<file path="config.mk">
export PLATFORM = sky130hd
export DESIGN_NAME = touch_key_press_classifier
export DESIGN_NICKNAME = d
export VERILOG_FILES = /design/src/rtl/tkpc_pkg.sv /design/src/rtl/tkpc_debounce.sv /design/src/rtl/tkpc_classify.sv /design/src/rtl/touch_key_press_classifier.sv
export SDC_FILE = /design/constraint.sdc
export NUM_CORES = 1
export LEC_CHECK = 0
export ABC_CLOCK_PERIOD_IN_PS = 6800
export BUFFER_PORTS_ARGS = -buffer_cell sky130_fd_sc_hd__buf_2
export CORE_ASPECT_RATIO = 0.75
export CORE_MARGIN = 3
export CORE_UTILIZATION = 50
export CTS_CLUSTER_DIAMETER = 80
export CTS_CLUSTER_SIZE = 16
export DETAILED_ROUTE_END_ITERATION = 8
export PLACE_DENSITY = 0.77
export REMOVE_ABC_BUFFERS = 1
export SLEW_MARGIN = 40
export SYNTH_ARGS = -nofsm -noshare
export SYNTH_HDL_FRONTEND = slang
export SYNTH_SLANG_ARGS = --single-unit
</file>
<file path="constraint.sdc">
create_clock -name clock -period 6.8 [get_ports clock]
set_input_delay 2.04 -clock clock [delete_from_list [all_inputs] [get_ports clock]]
set_output_delay 2.04 -clock clock [all_outputs]
set_load 0.02 [all_outputs]
</file>
<file path="src/rtl/tkpc_pkg.sv">
// tkpc_pkg: types and codes shared by the touch key press classifier modules
// no dependencies
`timescale 1ns / 1ps

package tkpc_pkg;

   localparam int DEB_W  = 4;
   localparam int HOLD_W = 12;
   localparam int CNT_W  = 8;

   localparam int CSR_INDEX_W = 3;
   localparam int CSR_DATA_W  = 12;
   localparam int REQ_DATA_W  = 8;
   localparam int RSP_DATA_W  = 8;

   localparam logic [HOLD_W-1:0] HOLD_MAX = {HOLD_W{1'b1}};
   localparam logic [CNT_W-1:0]  CNT_MAX  = {CNT_W{1'b1}};

   // register indexes on the csr write channel
   localparam logic [CSR_INDEX_W-1:0] REG_DEBOUNCE     = 3'd0;
   localparam logic [CSR_INDEX_W-1:0] REG_LONG         = 3'd1;
   localparam logic [CSR_INDEX_W-1:0] REG_LONG_RELEASE = 3'd2;
   localparam logic [CSR_INDEX_W-1:0] REG_DOUBLE_WIN   = 3'd3;
   localparam logic [CSR_INDEX_W-1:0] REG_SHORT_SPLIT  = 3'd4;
   localparam logic [CSR_INDEX_W-1:0] REG_REL_FAST     = 3'd5;
   localparam logic [CSR_INDEX_W-1:0] REG_REL_SLOW     = 3'd6;

   typedef enum logic [1:0] {
      PH_IDLE    = 2'd0,
      PH_PRESSED = 2'd1,
      PH_LONG    = 2'd2,
      PH_WAIT    = 2'd3
   } phase_type;

   typedef enum logic [1:0] {
      EV_NONE   = 2'd0,
      EV_SHORT  = 2'd1,
      EV_DOUBLE = 2'd2,
      EV_RSVD   = 2'd3
   } press_event_type;

   typedef enum logic [1:0] {
      DIM_NONE = 2'd0,
      DIM_UP   = 2'd1,
      DIM_DOWN = 2'd2,
      DIM_RSVD = 2'd3
   } dim_request_type;

   typedef struct packed {
      logic [DEB_W-1:0]  debounce_frames;
      logic [HOLD_W-1:0] long_frames;
      logic [CNT_W-1:0]  long_release_frames;
      logic [CNT_W-1:0]  double_window_frames;
      logic [HOLD_W-1:0] short_split_frames;
      logic [CNT_W-1:0]  release_fast_frames;
      logic [CNT_W-1:0]  release_slow_frames;
   } cfg_type;

   typedef struct packed {
      logic dim_allowed;
      logic level_at_max;
      logic level_at_min;
   } lamp_type;

   typedef struct packed {
      logic            key_down;
      logic            direction_up;
      logic            long_started;
      dim_request_type dim_request;
      press_event_type press_event;
   } result_type;

endpackage

</file>
<file path="src/rtl/tkpc_debounce.sv">
// tkpc_debounce: raw key level debouncer, advanced once per accepted item
// depends on tkpc_pkg
`timescale 1ns / 1ps

module tkpc_debounce import tkpc_pkg::*; (
   input  logic             clock,
   input  logic             reset,
   input  logic             advance,
   input  logic             raw_level,
   input  logic [DEB_W-1:0] debounce_frames,
   output logic             key_next
);

   logic             last_raw_ff, last_raw_in;
   logic [DEB_W-1:0] count_ff, count_in;
   logic             level_ff, level_in;
   logic [DEB_W-1:0] need;

   always_comb begin
      // zero debounce acts as one frame
      need        = (debounce_frames == '0) ? DEB_W'(1) : debounce_frames;
      last_raw_in = last_raw_ff;
      count_in    = count_ff;
      level_in    = level_ff;
      if (raw_level != last_raw_ff) begin
         last_raw_in = raw_level;
         count_in    = '0;
      end else if (count_ff < need) begin
         count_in = count_ff + DEB_W'(1);
         if (count_in >= need) begin
            level_in = raw_level;
         end
      end
   end

   assign key_next = level_in;

   always_ff @(posedge clock) begin
      if (reset) begin
         last_raw_ff <= 1'b0;
         count_ff    <= '0;
         level_ff    <= 1'b0;
      end else if (advance) begin
         last_raw_ff <= last_raw_in;
         count_ff    <= count_in;
         level_ff    <= level_in;
      end
   end

endmodule

</file>
<file path="src/rtl/tkpc_classify.sv">
// tkpc_classify: press classification state machine and dimming control
// depends on tkpc_pkg; takes the debounced level from tkpc_debounce
`timescale 1ns / 1ps

module tkpc_classify import tkpc_pkg::*; (
   input  logic       clock,
   input  logic       reset,
   input  logic       advance,
   input  logic       key,
   input  lamp_type   lamp,
   input  cfg_type    cfg,
   output result_type result
);

   phase_type         phase_ff, phase_in;
   logic [HOLD_W-1:0] hold_ff, hold_in;
   logic [CNT_W-1:0]  release_ff, release_in;
   logic [CNT_W-1:0]  window_ff, window_in;
   logic              second_ff, second_in;
   logic              blocked_ff, blocked_in;
   logic              dir_up_ff, dir_up_in;
   logic              limit_ff, limit_in;
   logic              seen_ff, seen_in;
   logic [CNT_W-1:0]  rel_target;
   logic              dir_flip;

   always_comb begin
      phase_in   = phase_ff;
      hold_in    = hold_ff;
      release_in = release_ff;
      window_in  = window_ff;
      second_in  = second_ff;
      blocked_in = blocked_ff;
      dir_up_in  = dir_up_ff;
      limit_in   = limit_ff;
      seen_in    = seen_ff;
      dir_flip   = seen_ff ? ~dir_up_ff : dir_up_ff;
      rel_target = (hold_ff < cfg.short_split_frames) ? cfg.release_fast_frames
                                                      : cfg.release_slow_frames;
      result.press_event  = EV_NONE;
      result.dim_request  = DIM_NONE;
      result.long_started = 1'b0;

      unique case (phase_ff)
         PH_IDLE: begin
            if (key) begin
               phase_in = PH_PRESSED;
               hold_in  = HOLD_W'(1);
            end
         end
         PH_PRESSED: begin
            if (key) begin
               release_in = '0;
               hold_in    = (hold_ff < HOLD_MAX) ? hold_ff + HOLD_W'(1) : HOLD_MAX;
               if (hold_in >= cfg.long_frames && !blocked_ff) begin
                  if (lamp.dim_allowed) begin
                     second_in = 1'b0;
                     phase_in  = PH_LONG;
                     seen_in   = 1'b1;
                     limit_in  = 1'b0;
                     // reverse when already at the limit of the new direction
                     if (dir_flip && lamp.level_at_max) begin
                        dir_up_in = 1'b0;
                     end else if (!dir_flip && lamp.level_at_min) begin
                        dir_up_in = 1'b1;
                     end else begin
                        dir_up_in = dir_flip;
                     end
                     result.long_started = 1'b1;
                  end else begin
                     blocked_in = 1'b1;
                  end
               end
            end else begin
               release_in = (release_ff < CNT_MAX) ? release_ff + CNT_W'(1) : CNT_MAX;
               if (release_in >= rel_target) begin
                  release_in = '0;
                  blocked_in = 1'b0;
                  if (second_ff) begin
                     second_in = 1'b0;
                     phase_in  = PH_IDLE;
                  end else if (hold_ff < cfg.long_frames) begin
                     phase_in  = PH_WAIT;
                     window_in = '0;
                  end else begin
                     phase_in = PH_IDLE;
                  end
               end
            end
         end
         PH_WAIT: begin
            window_in = (window_ff < CNT_MAX) ? window_ff + CNT_W'(1) : CNT_MAX;
            if (key) begin
               second_in          = 1'b1;
               phase_in           = PH_PRESSED;
               hold_in            = HOLD_W'(1);
               result.press_event = EV_DOUBLE;
            end else if (window_in >= cfg.double_window_frames) begin
               phase_in           = PH_IDLE;
               result.press_event = EV_SHORT;
            end
         end
         PH_LONG: begin
            if (key) begin
               release_in = '0;
               if (!limit_ff) begin
                  result.dim_request = dir_up_ff ? DIM_UP : DIM_DOWN;
                  // a step at the limit is taken to fail
                  if (dir_up_ff ? lamp.level_at_max : lamp.level_at_min) begin
                     limit_in = 1'b1;
                  end
               end
            end else begin
               release_in = (release_ff < CNT_MAX) ? release_ff + CNT_W'(1) : CNT_MAX;
               if (release_in >= cfg.long_release_frames) begin
                  release_in = '0;
                  phase_in   = PH_IDLE;
               end
            end
         end
         default: begin
            phase_in = PH_IDLE;
         end
      endcase

      result.direction_up = dir_up_in;
      result.key_down     = key;
   end

   always_ff @(posedge clock) begin
      if (reset) begin
         phase_ff   <= PH_IDLE;
         hold_ff    <= '0;
         release_ff <= '0;
         window_ff  <= '0;
         second_ff  <= 1'b0;
         blocked_ff <= 1'b0;
         dir_up_ff  <= 1'b1;
         limit_ff   <= 1'b0;
         seen_ff    <= 1'b0;
      end else if (advance) begin
         phase_ff   <= phase_in;
         hold_ff    <= hold_in;
         release_ff <= release_in;
         window_ff  <= window_in;
         second_ff  <= second_in;
         blocked_ff <= blocked_in;
         dir_up_ff  <= dir_up_in;
         limit_ff   <= limit_in;
         seen_ff    <= seen_in;
      end
   end

endmodule

</file>
<file path="src/rtl/touch_key_press_classifier.sv">
// touch_key_press_classifier: top level, csr registers, result register
// depends on tkpc_pkg, tkpc_debounce, tkpc_classify
//
//   channel  direction  handshake                 payload
//   req      in         req_tvalid / req_tready   req_tdata  (lamp status, raw key)
//   rsp      out        rsp_tvalid / rsp_tready   rsp_tdata  (events, dim step)
//   csr      in         csr_valid / csr_ready     csr_index, csr_data
//
// one item per cycle while rsp does not stall: each item passes the debouncer and
// the classifier combinationally and lands in the result register. req_tready is
// high whenever that register is empty or is being taken, so a stalled rsp side
// stalls req. csr_ready is always high. reset (synchronous) returns all
// registers to their documented defaults and empties the result register.
`timescale 1ns / 1ps

module touch_key_press_classifier import tkpc_pkg::*; (
   input  logic                   clock,
   input  logic                   reset,
   input  logic                   req_tvalid,
   output logic                   req_tready,
   // [0] raw_level, [1] dim_allowed, [2] level_at_max, [3] level_at_min
   input  logic [REQ_DATA_W-1:0]  req_tdata,
   output logic                   rsp_tvalid,
   input  logic                   rsp_tready,
   // [1:0] press_event, [3:2] dim_request, [4] long_started,
   // [5] direction_up, [6] key_down
   output logic [RSP_DATA_W-1:0]  rsp_tdata,
   input  logic                   csr_valid,
   output logic                   csr_ready,
   input  logic [CSR_INDEX_W-1:0] csr_index,
   input  logic [CSR_DATA_W-1:0]  csr_data
);

   cfg_type    cfg_ff;
   result_type result;
   result_type rsp_data_ff;
   logic       rsp_valid_ff;
   logic       advance;
   logic       key_next;
   lamp_type   lamp;

   assign csr_ready  = 1'b1;
   assign req_tready = !rsp_valid_ff || rsp_tready;
   assign advance    = req_tvalid && req_tready;

   assign lamp.dim_allowed  = req_tdata[1];
   assign lamp.level_at_max = req_tdata[2];
   assign lamp.level_at_min = req_tdata[3];

   always_ff @(posedge clock) begin
      if (reset) begin
         cfg_ff.debounce_frames      <= DEB_W'(2);
         cfg_ff.long_frames          <= HOLD_W'(25);
         cfg_ff.long_release_frames  <= CNT_W'(5);
         cfg_ff.double_window_frames <= CNT_W'(7);
         cfg_ff.short_split_frames   <= HOLD_W'(12);
         cfg_ff.release_fast_frames  <= CNT_W'(3);
         cfg_ff.release_slow_frames  <= CNT_W'(8);
      end else if (csr_valid) begin
         unique case (csr_index)
            REG_DEBOUNCE:     cfg_ff.debounce_frames      <= csr_data[DEB_W-1:0];
            REG_LONG:         cfg_ff.long_frames          <= csr_data[HOLD_W-1:0];
            REG_LONG_RELEASE: cfg_ff.long_release_frames  <= csr_data[CNT_W-1:0];
            REG_DOUBLE_WIN:   cfg_ff.double_window_frames <= csr_data[CNT_W-1:0];
            REG_SHORT_SPLIT:  cfg_ff.short_split_frames   <= csr_data[HOLD_W-1:0];
            REG_REL_FAST:     cfg_ff.release_fast_frames  <= csr_data[CNT_W-1:0];
            REG_REL_SLOW:     cfg_ff.release_slow_frames  <= csr_data[CNT_W-1:0];
            default: begin
            end
         endcase
      end
   end

   tkpc_debounce u_debounce (
      .clock           (clock),
      .reset           (reset),
      .advance         (advance),
      .raw_level       (req_tdata[0]),
      .debounce_frames (cfg_ff.debounce_frames),
      .key_next        (key_next)
   );

   tkpc_classify u_classify (
      .clock   (clock),
      .reset   (reset),
      .advance (advance),
      .key     (key_next),
      .lamp    (lamp),
      .cfg     (cfg_ff),
      .result  (result)
   );

   always_ff @(posedge clock) begin
      if (reset) begin
         rsp_valid_ff <= 1'b0;
      end else if (advance) begin
         rsp_valid_ff <= 1'b1;
      end else if (rsp_tready) begin
         rsp_valid_ff <= 1'b0;
      end
   end

   always_ff @(posedge clock) begin
      if (advance) begin
         rsp_data_ff <= result;
      end
   end

   assign rsp_tvalid = rsp_valid_ff;
   assign rsp_tdata  = {1'b0, rsp_data_ff};

   // an accepted item always leaves a result behind
   a_accept_gives_result: assert property (@(posedge clock) disable iff (reset)
      req_tvalid && req_tready |=> rsp_tvalid)
      else $error("accepted item left no result");

   // a long press only starts with the key down
   a_long_needs_key: assert property (@(posedge clock) disable iff (reset)
      rsp_tvalid && rsp_data_ff.long_started |-> rsp_data_ff.key_down)
      else $error("long press started with key up");

   // dim steps are only issued while held
   a_dim_needs_key: assert property (@(posedge clock) disable iff (reset)
      rsp_tvalid && rsp_data_ff.dim_request != DIM_NONE |-> rsp_data_ff.key_down)
      else $error("dim step with key up");

   // double press comes on a press, short press on the window expiry
   a_event_key: assert property (@(posedge clock) disable iff (reset)
      rsp_tvalid |-> (rsp_data_ff.press_event != EV_DOUBLE || rsp_data_ff.key_down) &&
                     (rsp_data_ff.press_event != EV_SHORT || !rsp_data_ff.key_down))
      else $error("press event inconsistent with key level");

endmodule
</file>
; Word level (Yosys, flattened, before mapping)
; Index checks and enable logic that the tools add are counted.
[totals]
ff_bits = 109
inputBits = 28
out_inout_bits = 11
[op_classes]
addsub = 4
order_cmp = 11
eq_ne = 29
mux = 63
bitwise = 4
reduce_logical = 38
[op_table]
columns = cell, count
row1 = two-way mux 8 bit, 11
row2 = two-way mux 12 bit, 3
row3 = case mux 8 bit (2 select lines), 2
row4 = two-way mux 1 bit, 27
row5 = two-way mux 2 bit, 13
row6 = greater-or-equal comparator 8 bit, 3
row7 = < comparator 12 bit, 2
row8 = case mux 12 bit (2 select lines), 1
row9 = AND reduction 2 bit, 10
row10 = != test 2 bit (second input constant), 9
row11 = AND reduction 6 bit, 3
row12 = adder 8 x 1 -> 8 bit (second input constant), 2
row13 = < comparator 8 bit (second input constant), 2
row14 = adder 12 x 1 -> 12 bit (second input constant), 1
row15 = greater-or-equal comparator 12 bit, 1
row16 = < comparator 12 bit (second input constant), 1
row17 = two-way mux 4 bit, 3
row18 = != test 2 x 1 -> 1 bit (second input constant), 6
row19 = nonzero test 2 bit, 6
row20 = AND reduction 5 bit, 2
row21 = == test 3 bit (second input constant), 3
row22 = != test 3 x 2 -> 1 bit (second input constant), 3
row23 = case mux 2 bit (4 select lines), 1
row24 = AND reduction 8 bit, 1
row25 = 21 further kinds, 33

; Logic depth before layout (Yosys ltp)
; Gate-level depths: netlist (run 1).
[logic_depth]
depth_word = 10
ltp_mapped = 17
ltp_nobuf = 17

; Cells and area by module
; Synthesis (run 1) repeated with hierarchy kept, for this count alone.
[unflattened]
hier_cells = 796
area_unflattened_um2 = 7054.3
[by_module_without_submodules]
columns = module, instances, cells_per_inst, area_each_um2, seq_area_each_um2
row1 = tkpc_classify, 1, 490, 3802.4, 700.7
row2 = touch_key_press_classifier, 1, 244, 2718.9, 1431.4
row3 = tkpc_debounce, 1, 62, 533.0, 120.1

; Worst setup path before layout (run 1)
; No wires, ideal clock.
[synth_timing]
path_type = in2out
startpoint = input port rsp_tready
endpoint = output port req_tready
t_arrival_ns = 2.275
path_slack_ns = 2.485
path_stages = 1
n_path_buf = 0
cell_sequence = nand2b_1
[synth_between]
elab_chain_len = 1
[synth_lines]
columns = item, line_no
row1 = start: declaration, touch_key_press_classifier.sv:24  ; input logic rsp_tready,
row2 = logical OR 1 bit, touch_key_press_classifier.sv:43  ; assign req_tready = !rsp_valid_ff || rsp_tready;
row3 = end: declaration, touch_key_press_classifier.sv:20  ; output logic req_tready,
; No other way between the ends.

; Worst setup path in the final report (run 1)
[layout_timing]
startpoint = register u_classify.hold_ff[6]
endpoint = register u_classify.window_ff[3]
[layout_between]
elab_chain_len = 5
[layout_lines]
columns = item, line_no
row1 = start: declaration, tkpc_classify.sv:16  ; logic [HOLD_W-1:0] hold_ff, hold_in;
row2 = start signal: assignment, tkpc_classify.sv:143  ; hold_ff <= hold_in;
row3 = < comparator 12 bit, tkpc_classify.sv:38  ; rel_target = (hold_ff < cfg.short_split_frames) ? cfg.release_fast_frames
row4 = two-way mux 8 bit, tkpc_classify.sv:38
row5 = greater-or-equal comparator 8 bit, tkpc_classify.sv:76  ; if (release_in >= rel_target) begin
row6 = != test 2 x 1 -> 1 bit (no line), n/a
row7 = AND reduction 6 bit (no line) *, n/a
row8 = end signal: assignment, tkpc_classify.sv:145  ; window_ff <= window_in;
row9 = end: declaration, tkpc_classify.sv:18  ; logic [CNT_W-1:0] window_ff, window_in;
; Mark *: on every way between the ends. The rest lies on a longest branch, timed or not.
; A chain may end at the register's enable or synchronous reset.

==> flow_results.xml, run 1 <==
<?xml version="1.0" encoding="UTF-8"?>
<metrics>
  <group name="yosys">
    <metric name="ys_seq_area_share" unit="%">34.0</metric>
    <metric name="synth_most_common_cell" unit="">nand2_1</metric>
    <metric name="syn_avg_cell_area" unit="um^2">7.89</metric>
    <metric name="postSynthCellCount" unit="">841</metric>
    <metric name="post_synthesis_cell_type_count" unit="">67</metric>
    <metric name="leading_cell_types_by_count_after_synthesis" unit="">155 x nand2_1, 102 x dfxtp_1, 88 x a21oi_1, 76 x ha_1, 58 x nor2_1</metric>
    <metric name="synth_top_area_share" unit="%">30.8</metric>
    <metric name="post_synth_instance_area" unit="um^2">6630</metric>
    <metric name="synth_edf_count" unit="">7</metric>
    <metric name="yosysWarningCount" unit="">0</metric>
    <metric name="synth.top_cells.by_area" unit="">dfxtp_1 31%, ha_1 14%, nand2_1 8.8%, a21oi_1 6.6%, nor2_1 3.3%</metric>
    <metric name="ys_ff_latch" unit="">109</metric>
    <metric name="synth.largest_area_cell" unit="">dfxtp_1</metric>
    <metric name="synth_flop_cell" unit="">dfxtp_1</metric>
    <metric name="synth-async-reset-ratio" unit="%">0</metric>
  </group>
  <group name="timing">
    <metric name="tns" unit="ps">0</metric>
    <metric name="maxSlewHeadroom" unit="%">47.7</metric>
    <metric name="final-hold-violation-count" unit="">0</metric>
    <metric name="worst_hold_slack" unit="ps">456</metric>
    <metric name="setup_violations" unit="">0</metric>
    <metric name="fin_crit" unit="ps">4730</metric>
    <metric name="finClkSkew" unit="ps">11.9</metric>
    <metric name="final_period_utilization" unit="%">69.6</metric>
    <metric name="final-max-slew-violation-count" unit="">0</metric>
    <metric name="fmax" unit="GHz">0.211</metric>
    <metric name="timing_worst_slew_pin_value" unit="ps">785</metric>
    <metric name="grt_setup_unrepaired" unit="">false</metric>
  </group>
  <group name="detailed_routing">
    <metric name="drtAntennaViolNets" unit="">0</metric>
    <metric name="finalWirelength" unit="mm">16.0</metric>
    <metric name="post_drt_via_cell_ratio" unit="">5.71</metric>
    <metric name="starting_drt_drc_count" unit="">472</metric>
    <metric name="avgRoutedWirePerCell" unit="um">15.6</metric>
    <metric name="remaining_drc_errors" unit="">0</metric>
    <metric name="dr_total_vias" unit="">5843</metric>
    <metric name="detailedRoute.firstPassIterationCount" unit="">5</metric>
  </group>
  <group name="worst_setup_path">
    <metric name="critPathMaxFanout" unit="">8</metric>
    <metric name="worstPathRequired" unit="ps">7080</metric>
    <metric name="critical_path.startpoint_type" unit="">flop</metric>
    <metric name="end_kind" unit="">flop</metric>
    <metric name="crit_family" unit="">compound AO/OA/AOI/OAI gates</metric>
    <metric name="worstPathCellList" unit="">ha_1 -&gt; a21o_1 -&gt; a21oi_1 -&gt; nor2b_1 -&gt; o21ai_0 -&gt; a21oi_1 -&gt; a2111oi_4 -&gt; mux2_4 -&gt; ha_1 -&gt; nor2b_1 -&gt; o21ai_0 -&gt; a41oi_1 -&gt; a21oi_1 -&gt; a41o_1 -&gt; nand4_1 -&gt; a21oi_1</metric>
    <metric name="max_stage_delay" unit="ps">710</metric>
    <metric name="critical_path.n_buffers_inverters" unit="">0</metric>
    <metric name="worstPathArrival" unit="ps">5010</metric>
    <metric name="crit_slowest_cell" unit="">a2111oi_4</metric>
    <metric name="worst_path_most_repeated_cell" unit="">a21oi_1</metric>
    <metric name="timing_worst_setup_path_type" unit="">reg -&gt; reg</metric>
  </group>
  <group name="cts">
    <metric name="cts_inserted_buffers" unit="">9</metric>
    <metric name="cts.reportedPaths.clkPinSlew" unit="ps">70</metric>
    <metric name="clock-sinks" unit="">109</metric>
    <metric name="number_of_hold_buffers_added_after_cts" unit="">0</metric>
    <metric name="worst_skew_pair.late_latency" unit="ps">350</metric>
    <metric name="h-tree-depth" unit="">3</metric>
    <metric name="cts.root.buffer_cell" unit="">clkbuf_16</metric>
    <metric name="cts_post_setup_buffers_inserted" unit="">0</metric>
    <metric name="post_cts_resized" unit="">0</metric>
    <metric name="clockBufferDepth" unit="">2</metric>
    <metric name="cts_tree" unit="">yes</metric>
  </group>
  <group name="pwr">
    <metric name="pwr_density_cell" unit="nW/um^2">184</metric>
    <metric name="worst_ir_drop_vdd" unit="V">0.000138</metric>
    <metric name="cellLeakagePower" unit="nW">2.99</metric>
  </group>
  <group name="hold_path">
    <metric name="worstHoldPathType" unit="">reg -&gt; reg</metric>
  </group>
  <group name="die">
    <metric name="fp.dieW" unit="um">139</metric>
    <metric name="overall_die_area" unit="um^2">14700</metric>
    <metric name="core.rowCount" unit="">35</metric>
    <metric name="core-area" unit="um^2">12600</metric>
    <metric name="boundaryPins" unit="">39</metric>
    <metric name="effective_utilization_at_floorplan" unit="%">52.6</metric>
    <metric name="chipHeight" unit="um">106</metric>
  </group>
  <group name="cells_and_area">
    <metric name="area_delta_synth_final" unit="%">8.17</metric>
    <metric name="final_nets" unit="">957</metric>
    <metric name="n_antenna_cell" unit="">0</metric>
    <metric name="final_layout_size_suffix_gt1_share" unit="%">7.23</metric>
    <metric name="n_fill_cell" unit="">1163</metric>
  </group>
  <group name="global_routing">
    <metric name="grt_antenna_before_repair" unit="">0</metric>
    <metric name="grt_first_pass_wirelength" unit="mm">26.8</metric>
    <metric name="track_usage" unit="%">22.2</metric>
    <metric name="globalRouteOverflowTotal" unit="">0</metric>
    <metric name="first_global_vias" unit="">5386</metric>
    <metric name="grt_start_max_net_pins" unit="">88</metric>
  </group>
  <group name="placement">
    <metric name="finalWeightedCongestion" unit="">0.891</metric>
    <metric name="io_buffers" unit="">32</metric>
    <metric name="hpwlAfterDp" unit="mm">11.6</metric>
  </group>
  <group name="flow_run">
    <metric name="max-cap-violations" unit="">0</metric>
  </group>
  <group name="status">
    <metric name="status" unit="">finished clean</metric>
  </group>
</metrics>
metal layers:
metal	GRT usage [%]	part of all wire (%)	vias up
met2	32.9	43	140
met4	5.52	1.2	0
li1	-	-	2984
met5	0	0	-
met1	33.2	50	2700
met3	3.85	5.9	19
tightest hold or removal path, delay by kind of cell (launching register included):
family | cells | cell delay (ps)
simple gates | 1 | 50
flops | 1 | 310
compound gates | 1 | 50
stage by stage:
step	setup WS [ps]	utilization (%)	cell area, um^2	cells	total power [mW]
floorplan	2480	-	6490	807	0.770
global placement	2260	54.6	6880	1008	0.825
detailed placement	2220	54.7	6900	1008	0.830
CTS	2180	56.9	7170	1024	1.33
global route	1790	56.9	7170	1024	1.37
finish	2070	56.9	7170	1024	1.32
registers in the layout, indices dropped and copies added (netlist names), 2 cells and up:
signal,flops
u_debounce.count_ff,4
cfg_ff,60
u_classify.window_ff,8
u_classify.hold_ff,12
u_classify.phase_ff,2
u_classify.release_ff,8
rsp_tdata,7
cell families after synthesis:
family                     synth area share, %
and+or+nand+nor                           23.1
AOI/OAI and AO/OA                         18.9
DFF                                       34.0
buffers and inverters                     5.36
adders and majority gates                 14.3
xor gates and xnor gates                  2.11
muxes                                     2.04
other                                    0.113
final cells by class:
cell class              count  area (um^2)  area share [%]
clock buffers              10          229            3.19
multi-input cells         641         4040            56.3
clock inverters             6         45.0           0.628
inverters                  57          214            2.98
well taps                 166          208            2.90
repair buffers             35          186            2.60
flip-flops and latches    109         2250            31.4
path summary, 6_finish.rpt:
path                            cells after the start                       to             startpoint  slack, ps
worst max-delay path                               16  u_classify.window_ff[3]  u_classify.hold_ff[6]       2070
worst min-delay path                                2               cfg_ff[52]             cfg_ff[52]        460
worst max register to register                     16  u_classify.window_ff[3]  u_classify.hold_ff[6]       2070
worst min register to register                      2               cfg_ff[52]             cfg_ff[52]        460
layout by cell type, fill, tap and decap left out, drive strengths merged, types with 4 or more instances in the layout:
| master | instances |
|---|---|
| and2 | 7 |
| nor2 | 58 |
| a31oi | 6 |
| ha | 76 |
| mux2i | 12 |
| clkbuf | 10 |
| a211oi | 8 |
| dfxtp | 102 |
| nand3 | 38 |
| a32oi | 10 |
| or3 | 6 |
| xnor2 | 13 |
| and3 | 12 |
| nor2b | 11 |
| a21oi | 89 |
| inv | 60 |
| o211ai | 6 |
| a2111oi | 4 |
| o21a | 7 |
| edfxtp | 7 |
| o21ai | 31 |
| nand2b | 12 |
| nand4 | 14 |
| nor3 | 16 |
| buf | 35 |
| a21o | 4 |
| nand2 | 155 |
report_power, final:
part | leakage [nW] | internal, mW | switching [mW]
sequential | 0.893 | 0.658 | 0.00806
clock | 0.138 | 0.253 | 0.252
combinational | 1.96 | 0.0474 | 0.104
total | 2.99 | 0.958 | 0.364
Power figures use the tool's default switching activity.
==> run 2: changes to the inputs <==
--- a/config.mk
+++ b/config.mk
@@ -5,7 +5,8 @@
 export SDC_FILE = /design/constraint.sdc
 export NUM_CORES = 1
 export LEC_CHECK = 0
-export ABC_CLOCK_PERIOD_IN_PS = 6800
+export ABC_AREA = 1
+export ABC_CLOCK_PERIOD_IN_PS = 3800
 export BUFFER_PORTS_ARGS = -buffer_cell sky130_fd_sc_hd__buf_2
 export CORE_ASPECT_RATIO = 0.75
 export CORE_MARGIN = 3
@@ -13,7 +14,7 @@
 export CTS_CLUSTER_DIAMETER = 80
 export CTS_CLUSTER_SIZE = 16
 export DETAILED_ROUTE_END_ITERATION = 8
-export PLACE_DENSITY = 0.77
+export PLACE_DENSITY = 0.79
 export REMOVE_ABC_BUFFERS = 1
 export SLEW_MARGIN = 40
 export SYNTH_ARGS = -nofsm -noshare
==> constraint.sdc (replaced) <==
create_clock -name clock -period 3.8 [get_ports clock]
set_input_delay 1.14 -clock clock [delete_from_list [all_inputs] [get_ports clock]]
set_output_delay 1.14 -clock clock [all_outputs]
set_load 0.02 [all_outputs]
==> flow_results.xml, run 2 <==
<?xml version="1.0" encoding="UTF-8"?>
<metrics>
  <group name="status">
    <metric name="status" unit="">finished clean</metric>
  </group>
  <group name="detailed_routing">
    <metric name="drtAntennaViolNets" unit="">0</metric>
    <metric name="finalWirelength" unit="mm">15.2</metric>
    <metric name="starting_drt_drc_count" unit="">437</metric>
    <metric name="post_drt_via_cell_ratio" unit="">5.14</metric>
    <metric name="detailedRoute.firstPassIterationCount" unit="">5</metric>
    <metric name="remaining_drc_errors" unit="">0</metric>
    <metric name="avgRoutedWirePerCell" unit="um">13.3</metric>
    <metric name="dr_total_vias" unit="">5876</metric>
  </group>
  <group name="timing">
    <metric name="final-max-slew-violation-count" unit="">0</metric>
    <metric name="final-hold-violation-count" unit="">0</metric>
    <metric name="fin_crit" unit="ps">3400</metric>
    <metric name="setup_violations" unit="">0</metric>
    <metric name="final_period_utilization" unit="%">89.5</metric>
    <metric name="timing_worst_slew_pin_value" unit="ps">733</metric>
    <metric name="maxSlewHeadroom" unit="%">51.0</metric>
    <metric name="finClkSkew" unit="ps">9.92</metric>
    <metric name="fmax" unit="GHz">0.294</metric>
    <metric name="tns" unit="ps">0</metric>
    <metric name="grt_setup_unrepaired" unit="">false</metric>
  </group>
  <group name="cells_and_area">
    <metric name="most_frequent_cells_in_the_layout" unit="">187 x nand2_1, 142 x inv_1, 107 x nor2_1</metric>
    <metric name="finalCoreUtilization" unit="%">57.2</metric>
    <metric name="flip_flop_count_of_the_largest_register_after_layout" unit="">60</metric>
    <metric name="n_fill_cell" unit="">1216</metric>
    <metric name="area_delta_synth_final" unit="%">8.67</metric>
    <metric name="multiInputGateArea" unit="um^2">3700</metric>
    <metric name="final_common_cell" unit="">nand2_1</metric>
    <metric name="final_layout_size_suffix_gt1_share" unit="%">6.96</metric>
    <metric name="final_nets" unit="">1076</metric>
    <metric name="n_antenna_cell" unit="">0</metric>
    <metric name="regArea" unit="um^2">2250</metric>
    <metric name="registers.top_by_ff_count" unit="">cfg_ff</metric>
    <metric name="largestRegisters" unit="">cfg_ff: 60 flops, u_classify.hold_ff: 12 flops</metric>
  </group>
  <group name="yosys">
    <metric name="postSynthCellCount" unit="">950</metric>
    <metric name="synth_flop_cell" unit="">dfxtp_1</metric>
    <metric name="post_synthesis_cell_type_count" unit="">44</metric>
    <metric name="syn_avg_cell_area" unit="um^2">6.98</metric>
    <metric name="synth_most_common_cell" unit="">nand2_1</metric>
    <metric name="ys_ff_latch" unit="">109</metric>
    <metric name="synth_top_area_share" unit="%">30.8</metric>
    <metric name="synth_edf_count" unit="">7</metric>
    <metric name="yosysWarningCount" unit="">0</metric>
    <metric name="synth-async-reset-ratio" unit="%">0</metric>
    <metric name="synth.largest_area_cell" unit="">dfxtp_1</metric>
    <metric name="ys_seq_area_share" unit="%">33.9</metric>
    <metric name="post_synth_instance_area" unit="um^2">6640</metric>
    <metric name="leading_cell_types_by_count_after_synthesis" unit="">187 x nand2_1, 142 x inv_1, 107 x nor2_1, 106 x a21oi_1, 102 x dfxtp_1</metric>
    <metric name="synth.top_cells.by_area" unit="">dfxtp_1 31%, ha_1 14%, nand2_1 11%, inv_1 8.0%, a21oi_1 8.0%</metric>
  </group>
  <group name="pwr">
    <metric name="comb_power_share" unit="%">40.1</metric>
    <metric name="cellLeakagePower" unit="nW">3.39</metric>
    <metric name="net-switching-power" unit="mW">1.52</metric>
    <metric name="internal_power" unit="mW">2.31</metric>
    <metric name="p_sw_share" unit="%">39.6</metric>
    <metric name="worst_ir_drop_vdd" unit="V">0.000302</metric>
    <metric name="pwr_density_cell" unit="nW/um^2">531</metric>
    <metric name="register_share_of_total_power" unit="%">36.0</metric>
    <metric name="clock_power_share" unit="%">23.8</metric>
  </group>
  <group name="worst_setup_path">
    <metric name="r2r_cells" unit="">19</metric>
    <metric name="worstReg2RegStart" unit="">u_classify.hold_ff[1]</metric>
    <metric name="worstPathArrival" unit="ps">3650</metric>
    <metric name="critical_path.startpoint_type" unit="">flop</metric>
    <metric name="critPathLaunch" unit="">u_classify.hold_ff[1]</metric>
    <metric name="worstPathRequired" unit="ps">4050</metric>
    <metric name="end_kind" unit="">flop</metric>
    <metric name="critPathMaxFanout" unit="">16</metric>
    <metric name="crit_end" unit="">u_classify.window_ff[1]</metric>
    <metric name="timing_worst_setup_path_type" unit="">reg -&gt; reg</metric>
    <metric name="rrSetupSlack" unit="ps">400</metric>
    <metric name="endpoint_of_the_worst_slack_reg_to_reg_timing_path" unit="">u_classify.window_ff[1]</metric>
  </group>
  <group name="cts">
    <metric name="cts_tree" unit="">yes</metric>
    <metric name="cts_inserted_buffers" unit="">9</metric>
    <metric name="cts.root.buffer_cell" unit="">clkbuf_16</metric>
    <metric name="cts.reportedPaths.clkPinSlew" unit="ps">70</metric>
    <metric name="worst_skew_pair.late_latency" unit="ps">350</metric>
    <metric name="post_cts_resized" unit="">0</metric>
    <metric name="cts_post_setup_buffers_inserted" unit="">0</metric>
    <metric name="clockBufferDepth" unit="">2</metric>
    <metric name="clock-sinks" unit="">109</metric>
    <metric name="number_of_hold_buffers_added_after_cts" unit="">0</metric>
    <metric name="h-tree-depth" unit="">3</metric>
  </group>
  <group name="hold_path">
    <metric name="hp-start" unit="">cfg_ff[7]</metric>
    <metric name="worstHoldPathType" unit="">reg -&gt; reg</metric>
  </group>
  <group name="global_routing">
    <metric name="grt_antenna_before_repair" unit="">0</metric>
    <metric name="track_usage" unit="%">21.4</metric>
    <metric name="grt_first_pass_wirelength" unit="mm">26.2</metric>
    <metric name="first_global_vias" unit="">5539</metric>
    <metric name="grt_start_max_net_pins" unit="">44</metric>
    <metric name="globalRouteOverflowTotal" unit="">0</metric>
  </group>
  <group name="placement">
    <metric name="finalWeightedCongestion" unit="">0.888</metric>
    <metric name="io_buffers" unit="">32</metric>
    <metric name="hpwlAfterDp" unit="mm">11.3</metric>
  </group>
  <group name="die">
    <metric name="effective_utilization_at_floorplan" unit="%">52.6</metric>
    <metric name="fp.dieW" unit="um">139</metric>
    <metric name="chipHeight" unit="um">106</metric>
    <metric name="core.rowCount" unit="">35</metric>
    <metric name="boundaryPins" unit="">39</metric>
    <metric name="overall_die_area" unit="um^2">14700</metric>
    <metric name="core-area" unit="um^2">12600</metric>
  </group>
  <group name="flow_run">
    <metric name="max-cap-violations" unit="">0</metric>
  </group>
</metrics>
## run 2: power groups by stage
stage               logic, mW  registers, mW  clock network, mW
finish                   1.54           1.38              0.912
global route             1.81           1.39              0.973
CTS                      1.54           1.38              0.926
detailed placement       1.52           1.40                  0
global placement         1.47           1.39                  0
floorplan                1.15           1.37                  0
## run 2: cell families after synthesis
logic type / Yosys count / synth area share, %
simple gates: 361 / 22.4
buf+inv: 174 / 10.2
xor+xnor: 12 / 1.58
other cells: 2 / 0.113
fa+ha+maj: 76 / 14.3
compound gates: 216 / 17.4
flops: 109 / 33.9
## run 2: through the flow
step	setup WS (ps)	cells	area (um^2)	total power [mW]	hold slack, ps
final	400	1143	7210	3.83	450
after global routing	88.3	1143	7210	4.17	478
after CTS	443	1143	7210	3.84	454
after detailed placement	489	1127	6930	2.93	437
after global placement	542	1127	6930	2.87	432
after floorplan	777	925	6520	2.52	424
## run 2: routing by layer
metal	track usage (%)	wire length, um
met1	29.0	7200
met4	4.12	134
met5	0	0
met3	3.58	950
met2	36.1	6950
## run 2: how the worst min path moves through the flow
stage                      to  slack (ps)  depth (start not counted)
floorplan           cfg_ff[9]         420                          2
global placement    cfg_ff[9]         430                          2
detailed placement  cfg_ff[9]         440                          2
CTS                 cfg_ff[9]         450                          2
global route        cfg_ff[1]         480                          2
finish              cfg_ff[7]         450                          2
## run 2: worst max-delay path, cell delays in order, from the launching register on
cell	delay [ps]
dfxtp_1	410
ha_1	250
a21boi_0	120
o211ai_1	160
nand2_1	140
nand3_1	90
o2111ai_1	100
buf_4	210
nand2_1	70
o21ai_0	90
ha_1	310
nand2_1	70
nor2_1	150
nand4_1	170
nand3_1	230
nand3_4	100
a21boi_4	390
nand2_1	100
nand2_1	80
nor2_1	50
## run 2: area by class of cell
class,count,area share (%)
inverter,149,7.77
timing repair buffer,36,2.81
multi-input combinational,667,51.4
tap,166,2.88
clock inverter,1,0.0694
sequential,109,31.2
clock buffer,15,3.85
==> run 3: changes to the inputs <==
--- a/config.mk
+++ b/config.mk
@@ -6,7 +6,7 @@
 export NUM_CORES = 1
 export LEC_CHECK = 0
 export ABC_AREA = 1
-export ABC_CLOCK_PERIOD_IN_PS = 3800
+export ABC_CLOCK_PERIOD_IN_PS = 2950
 export BUFFER_PORTS_ARGS = -buffer_cell sky130_fd_sc_hd__buf_2
 export CORE_ASPECT_RATIO = 0.75
 export CORE_MARGIN = 3
==> constraint.sdc (replaced) <==
create_clock -name clock -period 2.95 [get_ports clock]
set_input_delay 0.885 -clock clock [delete_from_list [all_inputs] [get_ports clock]]
set_output_delay 0.885 -clock clock [all_outputs]
set_load 0.02 [all_outputs]
==> flow_results.xml, run 3 (synthesis gave the netlist of run 2 again) <==
<?xml version="1.0" encoding="UTF-8"?>
<metrics>
  <group name="status">
    <metric name="status" unit="">finished, violations left</metric>
    <metric name="failed_checks" unit="">setup timing</metric>
  </group>
  <group name="pwr">
    <metric name="finalPower" unit="mW">5.78</metric>
    <metric name="cellLeakagePower" unit="nW">3.75</metric>
    <metric name="pwr_density_cell" unit="nW/um^2">716</metric>
    <metric name="worst_ir_drop_vdd" unit="V">0.000350</metric>
  </group>
  <group name="timing">
    <metric name="final_period_utilization" unit="%">109</metric>
    <metric name="maxSlewHeadroom" unit="%">56.0</metric>
    <metric name="timing_worst_slew_pin_value" unit="ps">658</metric>
    <metric name="final-hold-violation-count" unit="">0</metric>
    <metric name="fin_crit" unit="ps">3230</metric>
    <metric name="final-max-slew-violation-count" unit="">0</metric>
    <metric name="worst_hold_slack" unit="ps">454</metric>
    <metric name="setup_violations" unit="">24</metric>
    <metric name="grt_setup_unrepaired" unit="">true</metric>
    <metric name="finClkSkew" unit="ps">9.41</metric>
    <metric name="timing.final.ws_setup" unit="ps">-278</metric>
    <metric name="fmax" unit="GHz">0.310</metric>
  </group>
  <group name="die">
    <metric name="overall_die_area" unit="um^2">14700</metric>
    <metric name="effective_utilization_at_floorplan" unit="%">52.6</metric>
    <metric name="chipHeight" unit="um">106</metric>
    <metric name="fp.dieW" unit="um">139</metric>
    <metric name="boundaryPins" unit="">39</metric>
    <metric name="core-area" unit="um^2">12600</metric>
    <metric name="core.rowCount" unit="">35</metric>
  </group>
  <group name="detailed_routing">
    <metric name="remaining_drc_errors" unit="">0</metric>
    <metric name="avgRoutedWirePerCell" unit="um">14.3</metric>
    <metric name="detailedRoute.firstPassIterationCount" unit="">5</metric>
    <metric name="drtAntennaViolNets" unit="">0</metric>
    <metric name="starting_drt_drc_count" unit="">501</metric>
    <metric name="post_drt_via_cell_ratio" unit="">5.33</metric>
    <metric name="finalWirelength" unit="mm">17.2</metric>
    <metric name="dr_total_vias" unit="">6403</metric>
  </group>
  <group name="worst_setup_path">
    <metric name="critPathMaxFanout" unit="">16</metric>
    <metric name="worstPathArrival" unit="ps">3480</metric>
    <metric name="timing_worst_setup_path_type" unit="">reg -&gt; reg</metric>
    <metric name="end_kind" unit="">flop</metric>
    <metric name="worstPathRequired" unit="ps">3200</metric>
    <metric name="critical_path.startpoint_type" unit="">flop</metric>
    <metric name="r2r_cells" unit="">21</metric>
  </group>
  <group name="cts">
    <metric name="h-tree-depth" unit="">3</metric>
    <metric name="clock-sinks" unit="">109</metric>
    <metric name="number_of_hold_buffers_added_after_cts" unit="">0</metric>
    <metric name="cts_inserted_buffers" unit="">9</metric>
    <metric name="cts_tree" unit="">yes</metric>
    <metric name="cts.reportedPaths.clkPinSlew" unit="ps">70</metric>
    <metric name="clockBufferDepth" unit="">2</metric>
    <metric name="worst_skew_pair.late_latency" unit="ps">350</metric>
    <metric name="cts.root.buffer_cell" unit="">clkbuf_16</metric>
  </group>
  <group name="global_routing">
    <metric name="globalRouteOverflowTotal" unit="">0</metric>
    <metric name="met1_usage" unit="%">31.0</metric>
    <metric name="first_global_vias" unit="">5821</metric>
    <metric name="grt_start_max_net_pins" unit="">58</metric>
    <metric name="grt_antenna_before_repair" unit="">1</metric>
    <metric name="grt.busiest_layer" unit="">met2</metric>
    <metric name="grt_use_met3" unit="%">4.72</metric>
    <metric name="grt_first_pass_wirelength" unit="mm">27.7</metric>
    <metric name="track_usage" unit="%">22.9</metric>
    <metric name="grtUsageMet2" unit="%">37.1</metric>
  </group>
  <group name="cells_and_area">
    <metric name="final_common_cell" unit="">nand2_1</metric>
    <metric name="registers.top_by_ff_count" unit="">cfg_ff</metric>
    <metric name="final_layout_size_suffix_gt1_share" unit="%">19.2</metric>
    <metric name="largestRegisters" unit="">cfg_ff: 60 flops, u_classify.hold_ff: 12 flops</metric>
    <metric name="layout.cells.non_filler" unit="">1201</metric>
    <metric name="n_antenna_cell" unit="">0</metric>
    <metric name="most_frequent_cells_in_the_layout" unit="">174 x nand2_1, 138 x inv_1, 98 x dfxtp_1</metric>
    <metric name="area_delta_synth_final" unit="%">21.7</metric>
    <metric name="final_nets" unit="">1134</metric>
    <metric name="flip_flop_count_of_the_largest_register_after_layout" unit="">60</metric>
  </group>
  <group name="hold_path">
    <metric name="timing.hold.worst_path_depth" unit="">2</metric>
    <metric name="worstHoldPathType" unit="">reg -&gt; reg</metric>
  </group>
  <group name="placement">
    <metric name="place.detailed.instances" unit="">1172</metric>
    <metric name="hpwlAfterDp" unit="mm">11.8</metric>
    <metric name="finalWeightedCongestion" unit="">0.898</metric>
    <metric name="io_buffers" unit="">32</metric>
  </group>
  <group name="flow_run">
    <metric name="max-cap-violations" unit="">0</metric>
  </group>
</metrics>
## run 3: changes by cell type in the layout (fill, tap and decap cells not counted), moves of 7 or more
cell and change:
o21ai_0 -9, buf_4 +49, nand3_2 +15, nor2_1 -12, ha_1 -7, a21oi_1 -10, a21oi_2 +10, nand3_1 -17
nand2_1 -13, ha_4 +7, nand2_2 +13, o21ai_1 +8
## run 3: stage by stage
| step | instance area [um^2] | worst slack [ps] | setup TNS (ps) | utilization, % |
|---|---|---|---|---|
| 3_5_place_dp | 7290 | -220 | -3650 | 57.8 |
| 3_3_place_gp | 7290 | -134 | -2080 | 57.8 |
| 2_1_floorplan | 6520 | -72.8 | -583 | - |
| 4_1_cts | 7760 | -125 | -1450 | 61.5 |
| 6_report | 8080 | -278 | -4890 | 64.0 |
| 5_1_grt | 8080 | -447 | -9300 | 64.0 |
## run 3: what timing repair did
item	4_1_cts	5_1_grt
pin swaps	13	23
cloned	1	0
buffers inserted	3	9
resized for setup	43	60
endpoints found under the setup margin	24	25
## run 3: layer usage
metal,part of all wire [%],up-vias
met1,45,2943
met4,1.9,0
li1,-,3239
met3,6.9,34
met5,0,-
met2,46,187
## run 3: worst paths after layout
kind | from | endpoint | slack, ps
setup / recovery | cfg_ff[17] | u_classify.window_ff[5] | -280
hold / removal | cfg_ff[4] | cfg_ff[4] | 450
hold reg to reg | cfg_ff[4] | cfg_ff[4] | 450
setup reg to reg | cfg_ff[17] | u_classify.window_ff[5] | -280
## run 3: area by class of cell
| type | count | area [um^2] |
|---|---|---|
| Inverter | 149 | 561 |
| Fill cell | 1077 | 4530 |
| Sequential cell | 109 | 2260 |
| Timing Repair Buffer | 94 | 683 |
| Clock buffer | 15 | 268 |
| Tap cell | 166 | 208 |
| Multi-Input combinational cell | 667 | 4070 |
| Clock inverter | 1 | 30.0 |
## run 3: report_power, final
part | total (mW) | internal (mW) | switching, mW
sequential | 1.72 | 1.63 | 0.0932
clock | 1.23 | 0.707 | 0.527
combinational | 2.82 | 1.11 | 1.71
## run 3: critical path: stages, from the launching register on
cell	delay [ps]
dfxtp_2	320
inv_2	50
ha_4	230
a21boi_1	130
o211ai_1	200
nand2_1	130
nand3_2	110
o2111ai_4	170
buf_6	210
nand2_2	50
o21ai_1	60
ha_1	310
nand2_2	80
nor2_4	120
nand4_1	200
nand3_4	190
nand3_4	90
a21boi_4	170
buf_12	150
nand2_1	50
nand2_1	60
nor2_2	40
